### config.mk
export PLATFORM = sky130hd
export DESIGN_NAME = sample_mean_std_deviation_core
export DESIGN_NICKNAME = d
export VERILOG_FILES = /design/src/sv/smsd_pkg.sv /design/src/sv/sample_mean_std_deviation_core.sv /design/src/sv/smsd_store.sv /design/src/sv/smsd_divider.sv /design/src/sv/smsd_isqrt.sv
export SDC_FILE = /design/constraint.sdc
export NUM_CORES = 2
export LEC_CHECK = 0
export BUFFER_PORTS_ARGS = -buffer_cell sky130_fd_sc_hd__buf_2
export CAP_MARGIN = 10
export CORE_UTILIZATION = 70
export CTS_BUF_LIST = sky130_fd_sc_hd__clkbuf_8
export DETAILED_ROUTE_END_ITERATION = 10
export PLACE_DENSITY_LB_ADDON = 0.3
export SLEW_MARGIN = 40
export SYNTH_ARGS = -nofsm -noshare
export SYNTH_HDL_FRONTEND = slang
export SYNTH_SLANG_ARGS = --single-unit
### constraint.sdc
create_clock -name clk_i -period 12.75 [get_ports clk_i]
set_input_delay 0 -clock clk_i [delete_from_list [all_inputs] [get_ports clk_i]]
set_output_delay 0 -clock clk_i [all_outputs]
set_load 0.05 [all_outputs]
### src/sv/smsd_pkg.sv
// ----------------------------------------------------------------------------
// smsd_pkg
// Shared widths, defaults and the controller state type for the sample mean
// and standard deviation block.
// ----------------------------------------------------------------------------
package smsd_pkg;

  localparam int unsigned SAMPLE_W            = 16;
  localparam int unsigned DATA_W              = 15;
  localparam int unsigned TOTAL_W             = 8;
  localparam int unsigned VAR_W               = 2 * DATA_W;
  localparam int unsigned ROOT_W              = DATA_W;
  localparam int unsigned MAX_SAMPLES_DEFAULT = 128;

  typedef enum logic [2:0] {
    ST_COLLECT,
    ST_MEAN_START,
    ST_MEAN,
    ST_SQUARE,
    ST_VAR,
    ST_ROOT,
    ST_DONE
  } smsd_state_e;

endpackage

### src/sv/sample_mean_std_deviation_core.sv
// ----------------------------------------------------------------------------
// sample_mean_std_deviation_core
// Collects positive Q8.8 samples and reports count, mean and population
// standard deviation of each finished set.
// ----------------------------------------------------------------------------
// Channel  Dir  Handshake                Payload
// in       in   in_valid_i / in_stall_o   sample_i
// out      out  out_valid_o / out_stall_i sample_total_o, mean_value_o,
//                                         std_deviation_o
//
// A positive sample is written to the sample memory, and while the set stays
// open the next item can follow in the next cycle.
// The item that ends a set stalls the input while the set is processed: the
// bit-serial divider forms the mean, the stored samples are read back and
// squared, the divider forms the variance and the 15-step root follows.
// Reset clears the count and the sums; the sample memory is not cleared.
// A waiting result does not block collection of the next set.
// ----------------------------------------------------------------------------
module sample_mean_std_deviation_core #(
  parameter int unsigned MAX_SAMPLES = smsd_pkg::MAX_SAMPLES_DEFAULT
) (
  input  logic                                clk_i,
  input  logic                                rst_ni,
  input  logic                                in_valid_i,
  output logic                                in_stall_o,
  input  logic signed [smsd_pkg::SAMPLE_W-1:0] sample_i,
  output logic                                out_valid_o,
  input  logic                                out_stall_i,
  output logic [smsd_pkg::TOTAL_W-1:0]        sample_total_o,
  output logic [smsd_pkg::DATA_W-1:0]         mean_value_o,
  output logic [smsd_pkg::DATA_W-1:0]         std_deviation_o
);
  import smsd_pkg::*;

  localparam int unsigned ADDR_W = (MAX_SAMPLES > 1) ? $clog2(MAX_SAMPLES) : 1;
  localparam int unsigned CNT_W  = $clog2(MAX_SAMPLES + 1);
  localparam int unsigned SUM_W  = DATA_W + CNT_W;
  localparam int unsigned SQ_W   = VAR_W + CNT_W;

  smsd_state_e state_q, state_d;

  logic [CNT_W-1:0]   count_q;
  logic [CNT_W-1:0]   issue_q;
  logic [SUM_W-1:0]   sum_q;
  logic [SQ_W-1:0]    sq_sum_q;
  logic [DATA_W-1:0]  mean_q;
  logic [ROOT_W-1:0]  dev_q;
  logic               rd_valid_q;
  logic               prod_valid_q;
  logic [VAR_W-1:0]   prod_q;
  logic               out_valid_q;
  logic [TOTAL_W-1:0] total_q;
  logic [DATA_W-1:0]  mean_out_q;
  logic [DATA_W-1:0]  dev_out_q;

  logic               in_accept;
  logic               positive;
  logic               last_slot;
  logic               finish;
  logic               empty_set;
  logic               rd_en;
  logic               pass_done;
  logic               out_free;
  logic               div_start;
  logic               sqrt_start;
  logic               load_out;
  logic [DATA_W-1:0]  rdata;
  logic [DATA_W-1:0]  diff;
  logic [SQ_W-1:0]    dividend;
  logic               div_done;
  logic [SQ_W-1:0]    quotient;
  logic               sqrt_done;
  logic [ROOT_W-1:0]  root;

  assign in_accept = in_valid_i && !in_stall_o;
  assign positive  = !sample_i[SAMPLE_W-1] && (sample_i != '0);
  assign last_slot = count_q == CNT_W'(MAX_SAMPLES - 1);
  assign finish    = !positive || last_slot;
  assign empty_set = !positive && (count_q == '0);
  assign rd_en     = (state_q == ST_SQUARE) && (issue_q < count_q);
  assign pass_done = (issue_q == count_q) && !rd_valid_q && !prod_valid_q;
  assign out_free  = !out_valid_q || !out_stall_i;
  assign diff      = (rdata >= mean_q) ? (rdata - mean_q) : (mean_q - rdata);
  assign dividend  = (state_q == ST_MEAN_START) ? SQ_W'(sum_q) : sq_sum_q;

  always_comb begin
    state_d = state_q;
    unique case (state_q)
      ST_COLLECT: begin
        if (in_accept && finish) begin
          state_d = empty_set ? ST_DONE : ST_MEAN_START;
        end
      end
      ST_MEAN_START: state_d = ST_MEAN;
      ST_MEAN: begin
        if (div_done) begin
          state_d = ST_SQUARE;
        end
      end
      ST_SQUARE: begin
        if (pass_done) begin
          state_d = ST_VAR;
        end
      end
      ST_VAR: begin
        if (div_done) begin
          state_d = ST_ROOT;
        end
      end
      ST_ROOT: begin
        if (sqrt_done) begin
          state_d = ST_DONE;
        end
      end
      ST_DONE: begin
        if (out_free) begin
          state_d = ST_COLLECT;
        end
      end
      default: state_d = ST_COLLECT;
    endcase
  end

  always_comb begin
    in_stall_o = 1'b1;
    div_start  = 1'b0;
    sqrt_start = 1'b0;
    load_out   = 1'b0;
    unique case (state_q)
      ST_COLLECT:    in_stall_o = 1'b0;
      ST_MEAN_START: div_start  = 1'b1;
      ST_MEAN:       ;
      ST_SQUARE:     div_start  = pass_done;
      ST_VAR:        sqrt_start = div_done;
      ST_ROOT:       ;
      ST_DONE:       load_out   = out_free;
      default:       ;
    endcase
  end

  always_ff @(posedge clk_i or negedge rst_ni) begin
    if (!rst_ni) begin
      state_q      <= ST_COLLECT;
      count_q      <= '0;
      sum_q        <= '0;
      sq_sum_q     <= '0;
      issue_q      <= '0;
      rd_valid_q   <= 1'b0;
      prod_valid_q <= 1'b0;
      out_valid_q  <= 1'b0;
    end else begin
      state_q      <= state_d;
      rd_valid_q   <= rd_en;
      prod_valid_q <= rd_valid_q;
      if (state_q == ST_COLLECT && in_accept && positive) begin
        count_q <= count_q + 1'b1;
        sum_q   <= sum_q + SUM_W'(sample_i[DATA_W-1:0]);
      end
      if (rd_en) begin
        issue_q <= issue_q + 1'b1;
      end
      if (prod_valid_q) begin
        sq_sum_q <= sq_sum_q + SQ_W'(prod_q);
      end
      if (load_out) begin
        count_q     <= '0;
        sum_q       <= '0;
        sq_sum_q    <= '0;
        issue_q     <= '0;
        out_valid_q <= 1'b1;
      end else if (!out_stall_i) begin
        out_valid_q <= 1'b0;
      end
    end
  end

  always_ff @(posedge clk_i) begin
    if (rd_valid_q) begin
      prod_q <= diff * diff;
    end
    if (state_q == ST_COLLECT && in_accept && empty_set) begin
      mean_q <= '0;
      dev_q  <= '0;
    end
    if (state_q == ST_MEAN && div_done) begin
      mean_q <= quotient[DATA_W-1:0];
    end
    if (state_q == ST_ROOT && sqrt_done) begin
      dev_q <= root;
    end
    if (load_out) begin
      total_q    <= TOTAL_W'(count_q);
      mean_out_q <= mean_q;
      dev_out_q  <= dev_q;
    end
  end

  smsd_store #(
    .DEPTH  (MAX_SAMPLES),
    .ADDR_W (ADDR_W)
  ) u_store (
    .clk_i   (clk_i),
    .we_i    (state_q == ST_COLLECT && in_accept && positive),
    .waddr_i (count_q[ADDR_W-1:0]),
    .wdata_i (sample_i[DATA_W-1:0]),
    .re_i    (rd_en),
    .raddr_i (issue_q[ADDR_W-1:0]),
    .rdata_o (rdata)
  );

  smsd_divider #(
    .DIVIDEND_W (SQ_W),
    .DIVISOR_W  (CNT_W)
  ) u_divider (
    .clk_i      (clk_i),
    .rst_ni     (rst_ni),
    .start_i    (div_start),
    .dividend_i (dividend),
    .divisor_i  (count_q),
    .done_o     (div_done),
    .quotient_o (quotient)
  );

  smsd_isqrt u_isqrt (
    .clk_i   (clk_i),
    .rst_ni  (rst_ni),
    .start_i (sqrt_start),
    .value_i (quotient[VAR_W-1:0]),
    .done_o  (sqrt_done),
    .root_o  (root)
  );

  assign out_valid_o     = out_valid_q;
  assign sample_total_o  = total_q;
  assign mean_value_o    = mean_out_q;
  assign std_deviation_o = dev_out_q;

  a_count_bound: assert property (@(posedge clk_i) disable iff (!rst_ni)
    count_q <= CNT_W'(MAX_SAMPLES))
    else $error("sample count exceeds the store depth");

  a_div_done_state: assert property (@(posedge clk_i) disable iff (!rst_ni)
    div_done |-> (state_q == ST_MEAN || state_q == ST_VAR))
    else $error("divider finished outside a division state");

  a_result_clears: assert property (@(posedge clk_i) disable iff (!rst_ni)
    (state_q == ST_DONE && out_free) |=>
      (out_valid_o && state_q == ST_COLLECT && count_q == '0))
    else $error("result load did not clear the set");

endmodule

### src/sv/smsd_store.sv
// ----------------------------------------------------------------------------
// smsd_store
// Sample memory with one write port and one registered read port.
// ----------------------------------------------------------------------------
module smsd_store #(
  parameter int unsigned DEPTH  = 128,
  parameter int unsigned ADDR_W = 7
) (
  input  logic                       clk_i,
  input  logic                       we_i,
  input  logic [ADDR_W-1:0]          waddr_i,
  input  logic [smsd_pkg::DATA_W-1:0] wdata_i,
  input  logic                       re_i,
  input  logic [ADDR_W-1:0]          raddr_i,
  output logic [smsd_pkg::DATA_W-1:0] rdata_o
);
  import smsd_pkg::*;

  logic [DATA_W-1:0] mem [DEPTH];
  logic [DATA_W-1:0] rdata_q;

  always_ff @(posedge clk_i) begin
    if (we_i) begin
      mem[waddr_i] <= wdata_i;
    end
  end

  always_ff @(posedge clk_i) begin
    if (re_i) begin
      rdata_q <= mem[raddr_i];
    end
  end

  assign rdata_o = rdata_q;

endmodule

### src/sv/smsd_divider.sv
// ----------------------------------------------------------------------------
// smsd_divider
// Restoring unsigned divider, one quotient bit per cycle.
// ----------------------------------------------------------------------------
module smsd_divider #(
  parameter int unsigned DIVIDEND_W = 38,
  parameter int unsigned DIVISOR_W  = 8
) (
  input  logic                  clk_i,
  input  logic                  rst_ni,
  input  logic                  start_i,
  input  logic [DIVIDEND_W-1:0] dividend_i,
  input  logic [DIVISOR_W-1:0]  divisor_i,
  output logic                  done_o,
  output logic [DIVIDEND_W-1:0] quotient_o
);
  import smsd_pkg::*;

  localparam int unsigned CNT_W = $clog2(DIVIDEND_W + 1);

  logic [CNT_W-1:0]      cnt_q, cnt_d;
  logic                  busy_q, busy_d;
  logic                  done_q, done_d;
  logic [DIVIDEND_W-1:0] quo_q, quo_d;
  logic [DIVISOR_W-1:0]  rem_q, rem_d;
  logic [DIVISOR_W:0]    trial;
  logic                  fits;

  assign trial = {rem_q, quo_q[DIVIDEND_W-1]};
  assign fits  = trial >= {1'b0, divisor_i};

  always_comb begin
    cnt_d  = cnt_q;
    busy_d = busy_q;
    done_d = 1'b0;
    quo_d  = quo_q;
    rem_d  = rem_q;
    if (start_i) begin
      cnt_d  = CNT_W'(DIVIDEND_W);
      busy_d = 1'b1;
      quo_d  = dividend_i;
      rem_d  = '0;
    end else if (busy_q) begin
      quo_d = {quo_q[DIVIDEND_W-2:0], fits};
      rem_d = fits ? DIVISOR_W'(trial - {1'b0, divisor_i}) : DIVISOR_W'(trial);
      cnt_d = cnt_q - 1'b1;
      if (cnt_q == CNT_W'(1)) begin
        busy_d = 1'b0;
        done_d = 1'b1;
      end
    end
  end

  always_ff @(posedge clk_i or negedge rst_ni) begin
    if (!rst_ni) begin
      cnt_q  <= '0;
      busy_q <= 1'b0;
      done_q <= 1'b0;
    end else begin
      cnt_q  <= cnt_d;
      busy_q <= busy_d;
      done_q <= done_d;
    end
  end

  always_ff @(posedge clk_i) begin
    quo_q <= quo_d;
    rem_q <= rem_d;
  end

  assign done_o     = done_q;
  assign quotient_o = quo_q;

endmodule

### src/sv/smsd_isqrt.sv
// ----------------------------------------------------------------------------
// smsd_isqrt
// Floor square root, one root bit per cycle by digit recurrence.
// ----------------------------------------------------------------------------
module smsd_isqrt (
  input  logic                        clk_i,
  input  logic                        rst_ni,
  input  logic                        start_i,
  input  logic [smsd_pkg::VAR_W-1:0]  value_i,
  output logic                        done_o,
  output logic [smsd_pkg::ROOT_W-1:0] root_o
);
  import smsd_pkg::*;

  localparam int unsigned CNT_W = $clog2(ROOT_W + 1);
  localparam int unsigned REM_W = ROOT_W + 2;

  logic [CNT_W-1:0]  cnt_q, cnt_d;
  logic              busy_q, busy_d;
  logic              done_q, done_d;
  logic [VAR_W-1:0]  val_q, val_d;
  logic [REM_W-1:0]  rem_q, rem_d;
  logic [ROOT_W-1:0] root_q, root_d;
  logic [REM_W+1:0]  shifted;
  logic [REM_W+1:0]  trial;
  logic              fits;

  assign shifted = {rem_q, val_q[VAR_W-1 -: 2]};
  assign trial   = (REM_W + 2)'({root_q, 2'b01});
  assign fits    = shifted >= trial;

  always_comb begin
    cnt_d  = cnt_q;
    busy_d = busy_q;
    done_d = 1'b0;
    val_d  = val_q;
    rem_d  = rem_q;
    root_d = root_q;
    if (start_i) begin
      cnt_d  = CNT_W'(ROOT_W);
      busy_d = 1'b1;
      val_d  = value_i;
      rem_d  = '0;
      root_d = '0;
    end else if (busy_q) begin
      val_d  = {val_q[VAR_W-3:0], 2'b00};
      rem_d  = fits ? REM_W'(shifted - trial) : REM_W'(shifted);
      root_d = {root_q[ROOT_W-2:0], fits};
      cnt_d  = cnt_q - 1'b1;
      if (cnt_q == CNT_W'(1)) begin
        busy_d = 1'b0;
        done_d = 1'b1;
      end
    end
  end

  always_ff @(posedge clk_i or negedge rst_ni) begin
    if (!rst_ni) begin
      cnt_q  <= '0;
      busy_q <= 1'b0;
      done_q <= 1'b0;
    end else begin
      cnt_q  <= cnt_d;
      busy_q <= busy_d;
      done_q <= done_d;
    end
  end

  always_ff @(posedge clk_i) begin
    val_q  <= val_d;
    rem_q  <= rem_d;
    root_q <= root_d;
  end

  assign done_o = done_q;
  assign root_o = root_q;

endmodule
# == Yosys cells after proc, flatten, opt, wreduce, memory -nomap -nowiden ==
# Memory sizes are Yosys's and may differ from the RTL's. A register that Yosys moved wholly into a read port is not among the register bits.
# Index checks and enable logic that the tools add are counted.
# classes
add_sub_neg,10
n_mul,1
div,0
magnitude_cmp,4
n_eq_ne,17
shifts,0
mux,51
n_bitwise,0
reduce_logical,31
# op_table
operator,count
$mux 38,5
$mux 15,4
$mux 30,2
$mux 23,2
$mux 8,5
$add 38x30->38,1
$mul 15x15->30,1
$sub 15x15->15,2
$add 23x15->23,1
$mux 3,7
$pmux 3 s7,1
$ge 19x17->1,1
$mux 1,19
$mux 17,1
$sub 17x17->17,1
$add 8x1->8 const B,2
$reduce_bool 16->1,1
$ge 15x15->1,1
$reduce_bool 2->1,7
$logic_and 1x1->1,12
$mux 6,2
$ne 2x1->1 const B,5
$eq 3x3->1 const B,3
$ge 9x8->1,1
18 further kinds,27
# totals
reg_bits,303
latch_bits,0
ram_bits,1920
romBits,0
output_inout_bits,40
wordCells,140
mem_count,1
# mem_list
name,words,word_bits,rd,rd_clocked_by_memory_dff,wr,line,text
u_store.mem,128,15,1,1,1,smsd_store.sv:19,logic [DATA_W-1:0] mem [DEPTH];

# == Depth between registers and ports, before layout ==
# depth
word_depth,7
ltp_mapped,35
depth_no_buf,33

# == Hierarchy ==
# A second synthesis with hierarchy kept.
# hier_totals
hier_cells,5288
area_unflattened_um2,97843.8
# modules_own_cells
mod,n_inst,cells_per_inst,area_each_um2,seq_area_each_um2
smsd_store,1,2904,73779.5,58105.7
sample_mean_std_deviation_core,1,1782,17274.1,4989.8
smsd_isqrt,1,382,3960.0,1691.6
smsd_divider,1,220,2830.2,1501.4

# == Worst setup path after synthesis ==
# No wires, ideal clock.
# synth_path
path_kind,register to register
from,register mean_q[3]
to,register prod_q[28] (data pin)
setup_time_ns,0.264
t_arrival_ns,7.870
t_required_ns,12.486
slack_ns,4.616
stages_incl_launch_ff,33
n_path_buf,1
synth_period_minus_slack_ns,8.134
cell_sequence,edfxtp_1 > inv_1 > ha_1 > buf_2 > a21o_1 > or4_1 > o21ai_2 > o21ai_2 > mux2i_1 > a221o_1 > xnor2_2 > nor2_1 > fa_1 > inv_1 > fa_1 > inv_1 > fa_1 > inv_1 > fa_1 > inv_1 > fa_1 > inv_1 > fa_1 > inv_1 > ha_1 > a41oi_1 > o21ai_0 > a41o_1 > a21o_1 > a221oi_1 > a21oi_1 > a221oi_1 > xnor2_1
# synth_via
elab_chain_cells,3
word_cells_on_any_way,5
cone_classes,2 x add/sub; 1 x mul; 1 x order compare; 1 x mux
# synth_lines
item,line,text
"start, declared",sample_mean_std_deviation_core.sv:46,logic [DATA_W-1:0] mean_q;
"start signal, assigned",sample_mean_std_deviation_core.sv:186,mean_q <= quotient[DATA_W-1:0];
$sub 15x15->15 / $ge 15x15->1 (equally long branches),sample_mean_std_deviation_core.sv:83,assign diff = (rdata >= mean_q) ? (rdata - mean_q) : (mean_q - rdata);
$mux 15 *,sample_mean_std_deviation_core.sv:83,
$mul 15x15->30 *,sample_mean_std_deviation_core.sv:179,prod_q <= diff * diff;
"end signal, assigned",sample_mean_std_deviation_core.sv:179,
"end, declared",sample_mean_std_deviation_core.sv:50,logic [VAR_W-1:0] prod_q;
# Mark *: on every way between the ends. The rest lies on a longest branch, timed or not.
# A chain may end at the register's enable or synchronous reset.

# == Worst setup path in the final report ==
# layout_path
from,"register u_store.rdata_q[8], in the netlist u_store.rdata_o[8], read port of u_store.mem"
to,register prod_q[28] (data pin)
# layout_via
elab_chain_cells,3
word_cells_on_any_way,5
cone_classes,2 x add/sub; 1 x mul; 1 x order compare; 1 x mux
# layout_lines
item,line,text
"start, declared",smsd_store.sv:20,logic [DATA_W-1:0] rdata_q;
$sub 15x15->15 / $ge 15x15->1 (equally long branches),sample_mean_std_deviation_core.sv:83,
$mux 15 *,sample_mean_std_deviation_core.sv:83,
$mul 15x15->30 *,sample_mean_std_deviation_core.sv:179,
# Marks and branches as above.

==> out/summary.txt <==
fin crit period - 9.15 ns
CTS Root Buffer Type - clkbuf_8
Yosys top cell by area - edfxtp_1
fin crit share - 71.7%
Horiz. Die Dim - 374 µm
HPWL after DPL - 152 mm
RSZ-0062 raised after global routing - no
Critical Path RT - 13.50 ns
routability cong. - 0.927
Max-slew headroom - 39.9%
slew of the pin with the lowest slew margin - 0.901 ns
synth top area cells - edfxtp_1 65%, mux4_2 15%, fa_1 2.9%
gr ovfl total - 0
Hold Vio Cnt, Final - 0
final setup violating endpoints - 0
Crit. End Element - register
Placed Area - 100000 µm²
crit-path max cell delay - 0.63 ns
standard-cell rows - 136
DR WL/cell - 31.7 µm
EDFF count, synth - 2100
Max Freq - 109 MHz
register area share after synthesis - 68.4%
num ports - 60
Top delay family on crit path - adder cells
R2R depth - 31
Remaining DRCs - 0
max cap viols - 0
initial antenna violation count - 20
number of synthesized register bits - 2237
worst hold path startpoint - sample_i[0]
Total GRT Usage - 35.8%
cells after synthesis - 5314
CP arrival - 9.89 ns
Initial Util - 70.5%
vias - 53400
final instance area - 107000 µm²
CP Buf/Inv Count - 7
Area growth syn-to-layout - 10.3%
clock slew at reported path FFs - 0.07 ns
Max VDD drop - 0.000562 V
core footprint - 137000 µm²
hold path depth - 2
nets - 6045
drt first pass iters - 6
syn_nets - 5677
pwr/cell area - 204 nW/µm²
post-route antenna net violation count - 0
vias per inst - 6.92
Slew Viols, Final - 0
Clock Latency Late Sink - 1.08 ns
Netlist cell types - 79
clk buf depth - 4
I/O Buffers - 59
number of CTS-inserted buffers - 353
Detailed Route WL - 245 mm
fraction of layout cells with a size suffix above 1 - 23.6%
CTS H-tree lvls - 5
DIE HEIGHT - 374 µm
Layout Skew - 0.111 ns
CP Max Fanout - 25
die area - 140000 µm²
clk sinks - 2237
vias in the first global route - 53400
predominant post-synthesis flop cell - edfxtp_1
first-pass GRT wire length - 357 mm
worst r2r src - u_store.rdata_o[8]$_DFFE_PP_
leakage - 0.0363 µW
startpoint class of the critical path - register
CP Class - reg2reg
Min-Delay Endpoint - u_store.mem[20][0]$_DFFE_PP_
DRT iter0 DRCs - 7300
Syn. warnings - 0
Hold Crit Class - in2reg
share of the synthesized area in the top cell type - 65.0%
number of gates resized after cts - 0
largest net degree at the start of global routing - 96
Reg-to-Reg End - prod_q[28]$_DFFE_PP_
slowest CP cell - ha_1
TritonCTS clock tree - yes
status - completed
synthesized area - 97000 µm²
ys async rst share - 4.34%
Mean Syn Cell Area - 18.2 µm²
FF-to-FF setup slack - 3.60 ns
Setup TNS Final - 0 ns
## flip-flops by register name, summed over array words and instances (netlist names), 15 cells and up
signal	flops
u_store.mem	1920
sq_sum_q	38
u_divider.quotient_o	38
u_isqrt.val_q	30
prod_q	29
sum_q	23
u_isqrt.rem_q	17
dev_q	15
mean_q	15
mean_value_o	15
std_deviation_o	15
u_isqrt.root_o	15
u_store.rdata_o	15
## cell usage in the layout, fill, tap and decap left out, types with 74 or more instances in the layout
cell type	count
nand2_1	285
buf_4	145
inv_1	405
nor2_1	288
xnor2_1	74
a21oi_1	135
dfrtp_1	88
edfxtp_1	2100
fa_1	140
clkbuf_8	372
mux2i_1	84
mux4_2	630
o21ai_0	125
ha_1	203
## logic make-up after synthesis
| group | synth area share, % |
|---|---|
| adder cells (fa/ha/maj) | 5.51 |
| flip-flops | 68.4 |
| XOR/XNOR | 1.18 |
| AND/OR/NAND/NOR | 4.00 |
| AO/OA/AOI/OAI | 3.03 |
| buffers and inverters | 2.19 |
| multiplexers | 15.7 |
## synthesized netlist by cell type (8+ instances only)
master,number
inv_1,289
o21a_1,21
dfrtp_1,97
buf_1,22
mux2_2,19
buf_2,60
mux2i_1,84
ha_1,203
inv_2,9
and2_1,24
edfxtp_1,2100
fa_1,140
nor2b_1,14
nand3_1,52
a21oi_1,135
nand2b_1,23
mux4_2,630
nand2_1,285
o21ai_0,126
o21bai_1,11
clkbuf_1,154
and3_1,18
nor2_1,333
nand4_1,27
nor3b_1,9
dfxtp_1,40
or3_1,15
nor3_1,45
o31ai_1,10
a211oi_1,21
or2_2,8
o31a_1,8
a21o_1,56
xnor2_1,75
xor2_1,36
## metrics by stage
stage / util, % / setup slack, ns / hold slack, ns / power, µW / std cells
finish: 77.8 / 3.60 / 0.0490 / 21800 / 7727
CTS: 77.7 / 3.60 / 0.00152 / 21900 / 7720
global placement: 72.7 / 3.68 / -0.0303 / 16200 / 7077
floorplan: - / 4.62 / -0.296 / 14300 / 5314
detailed placement: 73.0 / 3.63 / -0.0167 / 16500 / 7085
global route: 77.8 / 3.09 / 0.0369 / 22900 / 7726
## cell type report
type,instances,area (µm²)
timing repair buffer,254,2210
clock inverter,231,1020
antenna,3,7.51
clock buffer,372,5120
tap,1794,2240
inverter,299,1120
sequential,2237,66300
fill,6841,30500
multi-input combinational,2537,28900
## what timing repair did
action | in CTS | in global routing
hold buffers | 32 | 0
endpoints found under the hold margin | 1039 | 0
setup endpoints to repair | 0 | 0
setup buffers | 0 | 0
## worst max-delay path by stage
stage | endpoint | start | depth (start not counted) | slack [ns]
after floorplan | prod_q[28]$_DFFE_PP_ | mean_q[3]$_SDFFCE_PN0P_ | 32 | 4.62
after global placement | prod_q[29]$_DFFE_PP_ | mean_q[8]$_SDFFCE_PN0P_ | 30 | 3.68
after detailed placement | prod_q[28]$_DFFE_PP_ | u_store.rdata_o[8]$_DFFE_PP_ | 31 | 3.63
after CTS | prod_q[28]$_DFFE_PP_ | u_store.rdata_o[9]$_DFFE_PP_ | 31 | 3.60
after global routing | prod_q[28]$_DFFE_PP_ | u_store.rdata_o[8]$_DFFE_PP_ | 31 | 3.09
final | prod_q[28]$_DFFE_PP_ | u_store.rdata_o[8]$_DFFE_PP_ | 31 | 3.60
## report_power, final
part	internal [µW]	switching (µW)	leakage [µW]
combinational	3260	4280	0.0122
sequential	8570	288	0.0206
clock	2740	2700	0.00358
total	14600	7270	0.0363
## layer usage
layer / routed length, µm / global-route usage, % / up-vias
met5: 141 / 0 / -
met2: 116000 / 55.0 / 4125
met3: 29300 / 8.52 / 755
met4: 12600 / 16.4 / 22
li1: - / - / 21600
met1: 86700 / 49.6 / 26900
No activity file was read; power rests on OpenSTA's default activity.
